## src/rtl/tty_line_discipline_unit_defines.svh

```systemverilog
// Assertion macros used by the line discipline datapath.
`ifndef TTY_LINE_DISCIPLINE_UNIT_DEFINES_SVH
`define TTY_LINE_DISCIPLINE_UNIT_DEFINES_SVH

// Property checked at every clock edge outside reset.
`define TLDU_ASSERT(lbl, prop, msg) \
  lbl: assert property (@(posedge clk) disable iff (!rst_n) prop) else $error(msg);

// Condition in one cycle implies a condition in the next.
`define TLDU_ASSERT_NEXT(lbl, pre, post, msg) \
  lbl: assert property (@(posedge clk) disable iff (!rst_n) (pre) |=> (post)) else $error(msg);

`endif

```

## src/rtl/tldu_pkg.sv

```systemverilog
// Types and constants of the terminal line discipline unit.
`default_nettype none

package tldu_pkg;

  typedef enum logic [1:0] {
    ROUTE_ECHO = 2'd0,
    ROUTE_READ = 2'd1,
    ROUTE_SIG  = 2'd2
  } route_t;

  typedef enum logic [2:0] {
    CFG_MODE  = 3'd0,
    CFG_INTR  = 3'd1,
    CFG_QUIT  = 3'd2,
    CFG_ERASE = 3'd3,
    CFG_KILL  = 3'd4,
    CFG_EOF   = 3'd5,
    CFG_SUSP  = 3'd6
  } cfg_idx_t;

  typedef enum logic [1:0] {
    SRC_CONST = 2'd0,
    SRC_BYTE  = 2'd1,
    SRC_STORE = 2'd2
  } src_t;

  typedef enum logic [2:0] {
    LEN_HOLD      = 3'd0,
    LEN_PUSH_BYTE = 3'd1,
    LEN_PUSH_NL   = 3'd2,
    LEN_DEC       = 3'd3,
    LEN_CLEAR     = 3'd4
  } len_op_t;

  // mode flag bits
  localparam int unsigned FLAG_ECHO  = 0;
  localparam int unsigned FLAG_CANON = 1;
  localparam int unsigned FLAG_SIG   = 2;

  localparam logic [2:0] RST_MODE  = 3'd7;
  localparam logic [7:0] RST_INTR  = 8'd3;
  localparam logic [7:0] RST_QUIT  = 8'd28;
  localparam logic [7:0] RST_ERASE = 8'h7F;
  localparam logic [7:0] RST_KILL  = 8'd21;
  localparam logic [7:0] RST_EOF   = 8'd4;
  localparam logic [7:0] RST_SUSP  = 8'd26;

  localparam logic [7:0] CH_CARET = 8'h5E;
  localparam logic [7:0] CH_C     = 8'h43;
  localparam logic [7:0] CH_BS    = 8'h08;
  localparam logic [7:0] CH_SPACE = 8'h20;
  localparam logic [7:0] CH_NL    = 8'h0A;
  localparam logic [7:0] CH_CR    = 8'h0D;

  localparam logic [7:0] SIG_INTR = 8'd0;
  localparam logic [7:0] SIG_QUIT = 8'd1;
  localparam logic [7:0] SIG_SUSP = 8'd2;

  typedef struct packed {
    logic       accept;
    len_op_t    len_op;
    logic       idx_inc;
    logic       out_load;
    route_t     route;
    src_t       src;
    logic [7:0] const_byte;
    logic       last;
  } cmd_t;

  typedef struct packed {
    logic echo;
    logic canon;
    logic sig_en;
    logic is_intr;
    logic is_quit;
    logic is_susp;
    logic is_erase;
    logic is_kill;
    logic is_nlcr;
    logic is_eof;
    logic len_zero;
    logic len_one;
    logic line_full;
    logic idx_last;
    logic out_free;
  } status_t;

endpackage

`default_nettype wire

```

## src/rtl/tty_line_discipline_unit.sv

```systemverilog
// Top level of the terminal line discipline unit.
//
//   channel  direction  handshake              payload
//   in_*     input      in_tvalid/in_tready    in_tdata = typed byte
//   out_*    output     out_tvalid/out_tready  out_tdata = byte, out_tuser = route,
//                                              out_tlast = final result of the byte
//   cfg_*    input      cfg_we                 cfg_index, cfg_wdata
//
// An item is taken while the controller is idle; each of its N results then passes
// through the single output register, with N up to 3*(LINE_DEPTH-1) for a kill of
// a full line (rubouts sequenced by the controller).
// The next item is taken while the final result still waits in the output register.
// Reset is synchronous; it clears the line length and loads the register defaults.
// The line store needs no clearing pass. out_tready low holds the sequencer while a result waits.
`default_nettype none

module tty_line_discipline_unit
  import tldu_pkg::*;
#(
  parameter int unsigned LINE_DEPTH = 16
) (
  input  wire logic       clk,
  input  wire logic       rst_n,
  input  wire logic       cfg_we,
  input  wire logic [2:0] cfg_index,
  input  wire logic [7:0] cfg_wdata,
  input  wire logic       in_tvalid,
  output logic            in_tready,
  input  wire logic [7:0] in_tdata,   // [7:0] in_byte
  output logic            out_tvalid,
  input  wire logic       out_tready,
  output logic [7:0]      out_tdata,  // [7:0] data_byte
  output logic [1:0]      out_tuser,  // [1:0] route
  output logic            out_tlast
);

  cmd_t    cmd;
  status_t st;

  tldu_ctrl u_ctrl (
    .clk       (clk),
    .rst_n     (rst_n),
    .in_tvalid (in_tvalid),
    .in_tready (in_tready),
    .st        (st),
    .cmd       (cmd)
  );

  tldu_dp #(
    .LINE_DEPTH (LINE_DEPTH)
  ) u_dp (
    .clk        (clk),
    .rst_n      (rst_n),
    .cfg_we     (cfg_we),
    .cfg_index  (cfg_index),
    .cfg_wdata  (cfg_wdata),
    .in_tdata   (in_tdata),
    .cmd        (cmd),
    .st         (st),
    .out_tvalid (out_tvalid),
    .out_tready (out_tready),
    .out_tdata  (out_tdata),
    .out_tuser  (out_tuser),
    .out_tlast  (out_tlast)
  );

endmodule

`default_nettype wire

```

## src/rtl/tldu_dp.sv

```systemverilog
// Datapath: configuration registers, byte decode, line store and output register.
`default_nettype none
`include "tty_line_discipline_unit_defines.svh"

module tldu_dp
  import tldu_pkg::*;
#(
  parameter int unsigned LINE_DEPTH = 16
) (
  input  wire logic       clk,
  input  wire logic       rst_n,
  input  wire logic       cfg_we,
  input  wire logic [2:0] cfg_index,
  input  wire logic [7:0] cfg_wdata,
  input  wire logic [7:0] in_tdata,
  input  wire cmd_t       cmd,
  output status_t         st,
  output logic            out_tvalid,
  input  wire logic       out_tready,
  output logic [7:0]      out_tdata,
  output logic [1:0]      out_tuser,
  output logic            out_tlast
);

  localparam int unsigned LW = $clog2(LINE_DEPTH + 1);
  localparam int unsigned IW = $clog2(LINE_DEPTH);

  logic [2:0] mode_r;
  logic [7:0] intr_r, quit_r, erase_r, kill_r, eof_r, susp_r;

  logic [7:0]    store_r [LINE_DEPTH];
  logic [LW-1:0] len_r, len_nxt;
  logic [IW-1:0] idx_r, idx_nxt;
  logic [7:0]    byte_r;

  logic       out_valid_r, out_valid_nxt;
  logic [7:0] out_data_r, out_data_nxt;
  route_t     out_route_r;
  logic       out_last_r;

  always_ff @(posedge clk) begin
    if (!rst_n) begin
      mode_r  <= RST_MODE;
      intr_r  <= RST_INTR;
      quit_r  <= RST_QUIT;
      erase_r <= RST_ERASE;
      kill_r  <= RST_KILL;
      eof_r   <= RST_EOF;
      susp_r  <= RST_SUSP;
    end else if (cfg_we) begin
      unique case (cfg_idx_t'(cfg_index))
        CFG_MODE:  mode_r  <= cfg_wdata[2:0];
        CFG_INTR:  intr_r  <= cfg_wdata;
        CFG_QUIT:  quit_r  <= cfg_wdata;
        CFG_ERASE: erase_r <= cfg_wdata;
        CFG_KILL:  kill_r  <= cfg_wdata;
        CFG_EOF:   eof_r   <= cfg_wdata;
        CFG_SUSP:  susp_r  <= cfg_wdata;
        default: ;
      endcase
    end
  end

  always_comb begin
    st.echo      = mode_r[FLAG_ECHO];
    st.canon     = mode_r[FLAG_CANON];
    st.sig_en    = mode_r[FLAG_SIG];
    st.is_intr   = (in_tdata == intr_r);
    st.is_quit   = (in_tdata == quit_r);
    st.is_susp   = (in_tdata == susp_r);
    st.is_erase  = (in_tdata == erase_r);
    st.is_kill   = (in_tdata == kill_r);
    st.is_nlcr   = (in_tdata == CH_NL) || (in_tdata == CH_CR);
    st.is_eof    = (in_tdata == eof_r);
    st.len_zero  = (len_r == '0);
    st.len_one   = (len_r == LW'(1));
    st.line_full = (len_r >= LW'(LINE_DEPTH - 1));
    st.idx_last  = ((LW'(idx_r) + LW'(1)) == len_r);
    st.out_free  = !out_valid_r || out_tready;
  end

  always_comb begin
    len_nxt = len_r;
    unique case (cmd.len_op)
      LEN_HOLD:      len_nxt = len_r;
      LEN_PUSH_BYTE,
      LEN_PUSH_NL:   len_nxt = len_r + LW'(1);
      LEN_DEC:       len_nxt = len_r - LW'(1);
      LEN_CLEAR:     len_nxt = '0;
      default:       len_nxt = len_r;
    endcase
    idx_nxt = idx_r;
    if (cmd.idx_inc) begin
      idx_nxt = st.idx_last ? '0 : idx_r + IW'(1);
    end
  end

  always_ff @(posedge clk) begin
    if (!rst_n) begin
      len_r <= '0;
      idx_r <= '0;
    end else begin
      len_r <= len_nxt;
      idx_r <= idx_nxt;
    end
  end

  // length never passes LINE_DEPTH-1 before a push, so it indexes the store directly
  always_ff @(posedge clk) begin
    if (cmd.len_op == LEN_PUSH_BYTE) begin
      store_r[len_r[IW-1:0]] <= in_tdata;
    end else if (cmd.len_op == LEN_PUSH_NL) begin
      store_r[len_r[IW-1:0]] <= CH_NL;
    end
    if (cmd.accept) begin
      byte_r <= in_tdata;
    end
  end

  always_comb begin
    unique case (cmd.src)
      SRC_CONST: out_data_nxt = cmd.const_byte;
      SRC_BYTE:  out_data_nxt = byte_r;
      SRC_STORE: out_data_nxt = store_r[idx_r];
      default:   out_data_nxt = cmd.const_byte;
    endcase
    if (cmd.out_load) begin
      out_valid_nxt = 1'b1;
    end else if (out_tready) begin
      out_valid_nxt = 1'b0;
    end else begin
      out_valid_nxt = out_valid_r;
    end
  end

  always_ff @(posedge clk) begin
    if (!rst_n) begin
      out_valid_r <= 1'b0;
    end else begin
      out_valid_r <= out_valid_nxt;
    end
  end

  always_ff @(posedge clk) begin
    if (cmd.out_load) begin
      out_data_r  <= out_data_nxt;
      out_route_r <= cmd.route;
      out_last_r  <= cmd.last;
    end
  end

  assign out_tvalid = out_valid_r;
  assign out_tdata  = out_data_r;
  assign out_tuser  = out_route_r;
  assign out_tlast  = out_last_r;

  `TLDU_ASSERT(a_len_bound, len_r <= LW'(LINE_DEPTH), "line length beyond store depth")
  `TLDU_ASSERT(a_no_overwrite, cmd.out_load |-> (!out_valid_r || out_tready), "untaken item overwritten")
  `TLDU_ASSERT(a_idx_in_line, (cmd.out_load && cmd.src == SRC_STORE) |-> (LW'(idx_r) < len_r), "delivery past line end")
  `TLDU_ASSERT_NEXT(a_line_cleared, cmd.idx_inc && st.idx_last, (len_r == '0) && (idx_r == '0), "line not cleared after delivery")

endmodule

`default_nettype wire

```

## src/rtl/tldu_ctrl.sv

```systemverilog
// Controller: sequences the results of one typed byte, one per cycle while the output register is free.
`default_nettype none

module tldu_ctrl
  import tldu_pkg::*;
(
  input  wire logic    clk,
  input  wire logic    rst_n,
  input  wire logic    in_tvalid,
  output logic         in_tready,
  input  wire status_t st,
  output cmd_t         cmd
);

  typedef enum logic [11:0] {
    S_IDLE  = 12'b0000_0000_0001,
    S_SIG   = 12'b0000_0000_0010,
    S_CARET = 12'b0000_0000_0100,
    S_CCHR  = 12'b0000_0000_1000,
    S_NLEC  = 12'b0000_0001_0000,
    S_RAWRD = 12'b0000_0010_0000,
    S_RAWEC = 12'b0000_0100_0000,
    S_ORDEC = 12'b0000_1000_0000,
    S_BS1   = 12'b0001_0000_0000,
    S_SP    = 12'b0010_0000_0000,
    S_BS2   = 12'b0100_0000_0000,
    S_DELIV = 12'b1000_0000_0000
  } state_t;

  typedef enum logic [2:0] {
    K_INTR  = 3'd0,
    K_QUIT  = 3'd1,
    K_SUSP  = 3'd2,
    K_ERASE = 3'd3,
    K_KILL  = 3'd4,
    K_OTHER = 3'd5
  } kind_t;

  state_t state_r, state_nxt;
  kind_t  kind_r, kind_nxt;

  assign in_tready = (state_r == S_IDLE);

  always_comb begin
    state_nxt = state_r;
    kind_nxt  = kind_r;
    cmd       = '0;
    unique case (state_r)
      S_IDLE: begin
        if (in_tvalid) begin
          cmd.accept = 1'b1;
          kind_nxt   = K_OTHER;
          priority if (st.sig_en && st.is_intr) begin
            kind_nxt  = K_INTR;
            state_nxt = S_SIG;
            if (st.canon) cmd.len_op = LEN_CLEAR;
          end else if (st.sig_en && st.is_quit) begin
            kind_nxt  = K_QUIT;
            state_nxt = S_SIG;
          end else if (st.sig_en && st.is_susp) begin
            kind_nxt  = K_SUSP;
            state_nxt = S_SIG;
          end else if (!st.canon) begin
            state_nxt = S_RAWRD;
          end else if (st.is_erase) begin
            kind_nxt = K_ERASE;
            if (!st.len_zero) begin
              if (st.echo) state_nxt = S_BS1;
              else cmd.len_op = LEN_DEC;
            end
          end else if (st.is_kill) begin
            kind_nxt = K_KILL;
            if (!st.len_zero) begin
              if (st.echo) state_nxt = S_BS1;
              else cmd.len_op = LEN_CLEAR;
            end
          end else if (st.is_nlcr || st.is_eof) begin
            // a newline that is also the EOF character adds nothing to the line
            if (!st.is_eof) cmd.len_op = LEN_PUSH_NL;
            if (st.echo && st.is_nlcr) state_nxt = S_NLEC;
            else if (!st.is_eof || !st.len_zero) state_nxt = S_DELIV;
          end else begin
            // a full line drops the byte silently
            if (!st.line_full) begin
              cmd.len_op = LEN_PUSH_BYTE;
              if (st.echo) state_nxt = S_ORDEC;
            end
          end
        end
      end
      S_SIG: begin
        if (st.out_free) begin
          cmd.out_load = 1'b1;
          cmd.route    = ROUTE_SIG;
          cmd.src      = SRC_CONST;
          unique case (kind_r)
            K_QUIT:  cmd.const_byte = SIG_QUIT;
            K_SUSP:  cmd.const_byte = SIG_SUSP;
            default: cmd.const_byte = SIG_INTR;
          endcase
          cmd.last  = (kind_r != K_INTR) || !st.echo;
          state_nxt = cmd.last ? S_IDLE : S_CARET;
        end
      end
      S_CARET: begin
        if (st.out_free) begin
          cmd.out_load   = 1'b1;
          cmd.const_byte = CH_CARET;
          state_nxt      = S_CCHR;
        end
      end
      S_CCHR: begin
        if (st.out_free) begin
          cmd.out_load   = 1'b1;
          cmd.const_byte = CH_C;
          state_nxt      = S_NLEC;
        end
      end
      S_NLEC: begin
        if (st.out_free) begin
          cmd.out_load   = 1'b1;
          cmd.const_byte = CH_NL;
          cmd.last       = (kind_r == K_INTR) || st.len_zero;
          state_nxt      = cmd.last ? S_IDLE : S_DELIV;
        end
      end
      S_RAWRD: begin
        if (st.out_free) begin
          cmd.out_load = 1'b1;
          cmd.route    = ROUTE_READ;
          cmd.src      = SRC_BYTE;
          cmd.last     = !st.echo;
          state_nxt    = st.echo ? S_RAWEC : S_IDLE;
        end
      end
      S_RAWEC, S_ORDEC: begin
        if (st.out_free) begin
          cmd.out_load = 1'b1;
          cmd.src      = SRC_BYTE;
          cmd.last     = 1'b1;
          state_nxt    = S_IDLE;
        end
      end
      S_BS1: begin
        if (st.out_free) begin
          cmd.out_load   = 1'b1;
          cmd.const_byte = CH_BS;
          state_nxt      = S_SP;
        end
      end
      S_SP: begin
        if (st.out_free) begin
          cmd.out_load   = 1'b1;
          cmd.const_byte = CH_SPACE;
          state_nxt      = S_BS2;
        end
      end
      S_BS2: begin
        // one stored byte is dropped per rubout
        if (st.out_free) begin
          cmd.out_load   = 1'b1;
          cmd.const_byte = CH_BS;
          cmd.len_op     = LEN_DEC;
          cmd.last       = (kind_r == K_ERASE) || st.len_one;
          state_nxt      = cmd.last ? S_IDLE : S_BS1;
        end
      end
      S_DELIV: begin
        if (st.out_free) begin
          cmd.out_load = 1'b1;
          cmd.route    = ROUTE_READ;
          cmd.src      = SRC_STORE;
          cmd.idx_inc  = 1'b1;
          cmd.last     = st.idx_last;
          if (st.idx_last) begin
            cmd.len_op = LEN_CLEAR;
            state_nxt  = S_IDLE;
          end
        end
      end
      default: state_nxt = S_IDLE;
    endcase
  end

  always_ff @(posedge clk) begin
    if (!rst_n) begin
      state_r <= S_IDLE;
      kind_r  <= K_OTHER;
    end else begin
      state_r <= state_nxt;
      kind_r  <= kind_nxt;
    end
  end

endmodule

`default_nettype wire
```

## config.mk

```make
export PLATFORM = sky130hd
export DESIGN_NAME = tty_line_discipline_unit
export DESIGN_NICKNAME = d
export VERILOG_FILES = /design/src/rtl/tldu_pkg.sv /design/src/rtl/tty_line_discipline_unit.sv /design/src/rtl/tldu_dp.sv /design/src/rtl/tldu_ctrl.sv
export VERILOG_INCLUDE_DIRS = /design/src /design/src/rtl
export SDC_FILE = /design/constraint.sdc
export NUM_CORES = 1
export LEC_CHECK = 0
export BUFFER_PORTS_ARGS = -buffer_cell sky130_fd_sc_hd__buf_2
export CAP_MARGIN = 20
export CORE_ASPECT_RATIO = 1.25
export CORE_UTILIZATION = 45
export CTS_CLUSTER_SIZE = 28
export DETAILED_ROUTE_END_ITERATION = 8
export HOLD_SLACK_MARGIN = 0.03
export SLEW_MARGIN = 20
export SYNTH_ARGS = -nofsm -noshare
export SYNTH_HDL_FRONTEND = slang
export SYNTH_HIERARCHICAL = 1
export SYNTH_SLANG_ARGS = --single-unit
export TNS_END_PERCENT = 30
```

## constraint.sdc

```tcl
create_clock -name clk -period 4.61 [get_ports clk]
set_clock_uncertainty 0.1 [all_clocks]
set_input_delay 0.922 -clock clk [delete_from_list [all_inputs] [get_ports clk]]
set_output_delay 0.922 -clock clk [all_outputs]
set_load 0.05 [all_outputs]
```

### Word-level counts from Yosys, hierarchy flattened

Memories as Yosys holds them, arrays and structs flattened. A register that Yosys moved wholly into a read port is not among the register bits.
Index checks and enable logic that the tools add are counted.

* output and inout port bits: 13
* bits in registers: 95
* logic and storage cells: 196
* input bits: 24
* RAM bits: 128
* memories kept: 1

* muxes and demuxes: 88
* add/sub/neg operators: 4
* eq/ne operators: 52
* reduce and logical (&&, ||, !) cells: 33
* magnitude comparators: 1
* bitwise logic cells: 1

Memory list
* u_dp.store_r: words 16, width 8, rd ports 1, clocked after Yosys merged registers in 1, wr ports 1, line tldu_dp.sv:31 `logic [7:0] store_r [LINE_DEPTH];`

Operators by type and width (number)
* two-way mux 12 bit: 26
* case mux 12 bit (11 select lines): 1
* case mux 8 bit (7 select lines): 1
* two-way mux 3 bit: 18
* == test 8 bit: 6
* inequality test 2 bit (second input constant): 11
* two-way mux 7 bit: 3
* two-way mux 4 bit: 5
* == test 3 x 2 -> 1 bit (second input constant): 6
* two-way mux 9 bit: 2
* inequality test 9 bit (second input constant): 2
* == test 8 x 4 -> 1 bit (second input constant): 2
* case mux 8 bit (2 select lines): 1
* AND reduction 2 bit: 8
* two-way mux 1 bit: 15
* two-way mux 5 bit: 3
* case mux 5 bit (3 select lines): 1
* AND reduction 15 bit: 1
* two-way mux 14 bit: 1
* == test 12 x 1 -> 1 bit (second input constant): 1
* == test 12 x 10 -> 1 bit (second input constant): 1
* == test 12 x 11 -> 1 bit (second input constant): 1
* == test 12 bit (second input constant): 1
* == test 12 x 2 -> 1 bit (second input constant): 1
* other kinds (39): 61

### Depth between registers and ports, before layout

* depth in word-level cells: 17
* mapped depth: 15
* mapped depth without buffers: 13

### By module

The synthesis kept the hierarchy.

Modules (own cells, without submodules)
* tldu_dp: instances 1, area each 8979.9 um^2, cells an instance 700, seq. area each 5715.5 um^2
* tldu_ctrl: instances 1, area each 1425.1 um^2, cells an instance 206, seq. area each 300.3 um^2

### Least setup slack after synthesis

OpenSTA, ideal clock, no wires.

* kind: input port to flip-flop
* from: input port in_tdata[7]
* to: memory u_dp.store_r[0][0] (enable)
* setup time: 0.370 ns
* required time: 4.140 ns
* slack: 0.575 ns
* path buffers: 2
* data arrival time: 3.564 ns
* stages on the path: 12
* cells stage by stage: clkbuf_1 xnor2_1 nand4_1 nor2_1 o31ai_1 nand4_1 o21ai_0 clkbuf_1 xnor2_1 nor2_1 nand2_1 nor2_1

RTL lines
* start, declared: line tty_line_discipline_unit.sv:29 `input wire logic [7:0] in_tdata,`
* end, declared: line tldu_dp.sv:31

==> impl_metrics.ini <==
[outcome]
status = finished clean

[power]
intPower_mw = 3.52
p_leak_nw = 3.96
p_clk_share_pct = 35.1
p_switching_mw = 1.34
powerDensity_nw_per_um2 = 417
swShare_pct = 27.6
ir_drop_v = 0.000355
p_seq_share_pct = 48.3
pwr-share-comb_pct = 16.6

[timing]
drv_slew = 0
slew_headroom_pct = 26.7
setup_viol = 0
hold_slack_ns = 0.366
min_period_ns = 3.49
min_period_over_period_pct = 75.6
hold_viol = 0
worst_slew_pin_slew_ns = 1.09
max_freq_mhz = 287
setup-tns-final_ns = 0
rsz0062_at_grt = false

[placed_design]
portBuffers = 36
place_area_sq_um = 11000
hpwl_mm = 19.2
gp_congestion = 0.867

[floorplanning]
dieArea_sq_um = 23700
die_y_um = 172
ios = 37
start_util_pct = 46.4
rows = 61
die_w_um = 138
design.core.area_sq_um = 22400

[setup_path]
cp.depth = 14
worstPathCellList = buf_2 > or4b_1 > nor3_1 > buf_4 > nand2b_1 > nor2_1 > a21oi_1 > o21ai_0 > buf_4 > xnor2_1 > nor2_1 > nand2_1 > nor2_1 > buf_4
critPathTopFamily = simple AND/OR/NAND/NOR gates
required_ns = 4.72
worst-path-buf-inv = 4
critPathMaxStageDelay_ns = 0.54
critical_path_class = in -> reg
worstSetupEndpoint = u_dp/store_r[4][7]
crit_path_end_kind = flop
worst-path-max-fanout = 9
slowest_stage = or4b_1
start_kind = primary input
r2r-end = u_dp/store_r[4][7]
cp.arrival_ns = 3.60
r2r_start = u_dp/len_r[0]
reg2reg_depth = 12
reg2reg_slack_ns = 1.15
cp-startpoint = in_tdata[6]

[finish]
area_delta_synth_final_pct = 12.0
multi_input_area_sq_um = 4070
final_area_sq_um = 11700
fillers = 1973
final_util_pct = 52.0
seq_area_sq_um = 6020
diodes = 0
nets = 987
drive_gt1_share_pct = 15.1

[cts]
numCtsBuffers = 23
cts-root-buf = clkbuf_16
cts_setup_buffers = 0
cts_tree = done
clock_latency_ns = 0.51
path_clk_slew_ns = 0.06
clock_sinks = 227
htree_levels = 1
cts_resized = 0
cts.path.max_buffers = 3
holdBufCountCts = 0

[global_routing]
antenna_found_initial = 0
grt_remaining_overflow = 0
grt_use_total_pct = 23.0
grt_pass1_wl_mm = 41.7
grt_pass1_vias = 7146
grt_max_degree = 33

[routing]
drt-pass1-iter-count = 7
drt_wl_total_mm = 27.0
vias_per_cell = 5.80
vias = 7270
drt_iter0_markers = 589
post-route-drc-count = 0
wl_met3_mm = 1.26
top_layer_used = met4
met2_length_mm = 13.2
wire_per_inst_um = 21.5
drtAntennaViolNets = 0
wl_met1_mm = 11.8

[yosys]
synth_edf_count = 147
synth_cell_types = 63
synth_warnings = 6
synth-seq-cells = 227
synth_top_area_share_pct = 42.4
synth_nets = 938
ys_seq_area_share_pct = 57.8
synth_most_common_cell = edfxtp_1
avgSynthCellArea_sq_um = 11.5
yosys-top-cells-count = edfxtp_1, nand2_1, dfxtp_1
syn_area_sq_um = 10400
ys.flop_type = edfxtp_1
ys_top_cells_by_area = edfxtp_1, dfxtp_1, mux4_2
netlist_instances = 906
async_flop_share_pct = 0
yosysTopAreaCell = edfxtp_1

[flow_run]
drv_cap = 0

[worst_hold_path]
hp-class = reg -> reg
==> stage by stage <==
step                      power, mW  setup slack (ns)  std cells
after floorplan                2.91             0.575        906
after global placement         3.19             0.656       1213
after detailed placement       3.19             0.557       1213
after CTS                      4.90              1.10       1253
after global routing           5.06             0.858       1253
final                          4.87              1.12       1253
==> layout make-up <==
type	count	share of cell area, %
sequential	227	51.6
tap	283	3.04
clock buffer	36	5.39
clock inverter	4	0.408
inverter	23	0.741
timing repair buffer	73	3.93
multi-input combinational	607	34.9
==> power groups by stage <==
stage / Combinational (mW) / Clock (mW) / Sequential (mW)
2_1_floorplan: 0.509 / 0 / 2.40
3_3_place_gp: 0.798 / 0 / 2.39
3_5_place_dp: 0.801 / 0 / 2.39
4_1_cts: 0.804 / 1.74 / 2.35
5_1_grt: 0.882 / 1.82 / 2.36
6_report: 0.805 / 1.71 / 2.35
==> state kept, by name, summed over array words and instances (netlist names), 8 cells and up, named ones only <==
name and count:
u_dp/eof_r 8, u_dp/susp_r 8, u_dp/erase_r 8, u_dp/out_tdata 8, u_dp/kill_r 8, u_ctrl/state_r 12, u_dp/quit_r 8, u_dp/store_r 128
u_dp/byte_r 8, u_dp/intr_r 8
==> worst min-delay path by stage <==
stage                      to  slack, ns  cells past startpoint      startpoint
2_1_floorplan   u_dp/eof_r[0]       0.35                      2   u_dp/eof_r[0]
3_3_place_gp   u_dp/intr_r[3]       0.36                      2  u_dp/intr_r[3]
3_5_place_dp   u_dp/kill_r[1]       0.36                      2  u_dp/kill_r[1]
4_1_cts        u_dp/kill_r[1]       0.37                      2  u_dp/kill_r[1]
5_1_grt        u_dp/kill_r[1]       0.39                      2  u_dp/kill_r[1]
6_report       u_dp/kill_r[1]       0.37                      2  u_dp/kill_r[1]
==> cell families (layout without fill, tap and decap cells) <==
logic type	Yosys count	count (layout)	synth area share, %
xor gates and xnor gates	58	58	4.88
other	1	1	0.0360
AOI/OAI and AO/OA	169	169	10.4
buffers and inverters	72	136	3.10
and+or+nand+nor	336	336	15.6
adders and majority gates	8	8	0.962
muxes	35	35	7.22
DFF	227	227	57.8
==> metal layers <==
metal,global-route usage [%],vias to the layer above
met3,2.82,49
li1,-,3440
met1,30.5,3560
met2,39.4,221
met4,7.17,0
met5,0,-
==> tightest hold or removal path, delay by kind of cell (launching register included) <==
kind | cells | cell delay (ns)
flip-flops | 1 | 0.32
AND/OR/NAND/NOR | 1 | 0.05
AO/OA/AOI/OAI | 1 | 0.05
==> cell usage in the layout, fill, tap and decap left out, types with 6 or more instances in the layout <==
master / synthesis / routed
edfxtp_1: 147 / 147
nand2_1: 139 / 139
dfxtp_1: 80 / 79
a21oi_1: 67 / 67
xnor2_1: 54 / 54
nor2_1: 53 / 53
buf_4: 3 / 37
buf_2: 3 / 36
nand3_1: 32 / 32
mux4_2: 32 / 32
clkbuf_16: 0 / 23
inv_1: 21 / 21
o21ai_0: 21 / 21
nor2b_1: 19 / 19
a22oi_1: 18 / 18
nor3_1: 17 / 17
nand4_1: 16 / 16
clkbuf_1: 31 / 12
and3_1: 10 / 10
ha_1: 8 / 8
nor4_1: 7 / 7
nand2b_1: 7 / 7
o21ai_1: 7 / 7
a221oi_1: 7 / 7
o211ai_1: 6 / 6
nand3b_1: 6 / 6
Power figures use the tool's default switching activity.
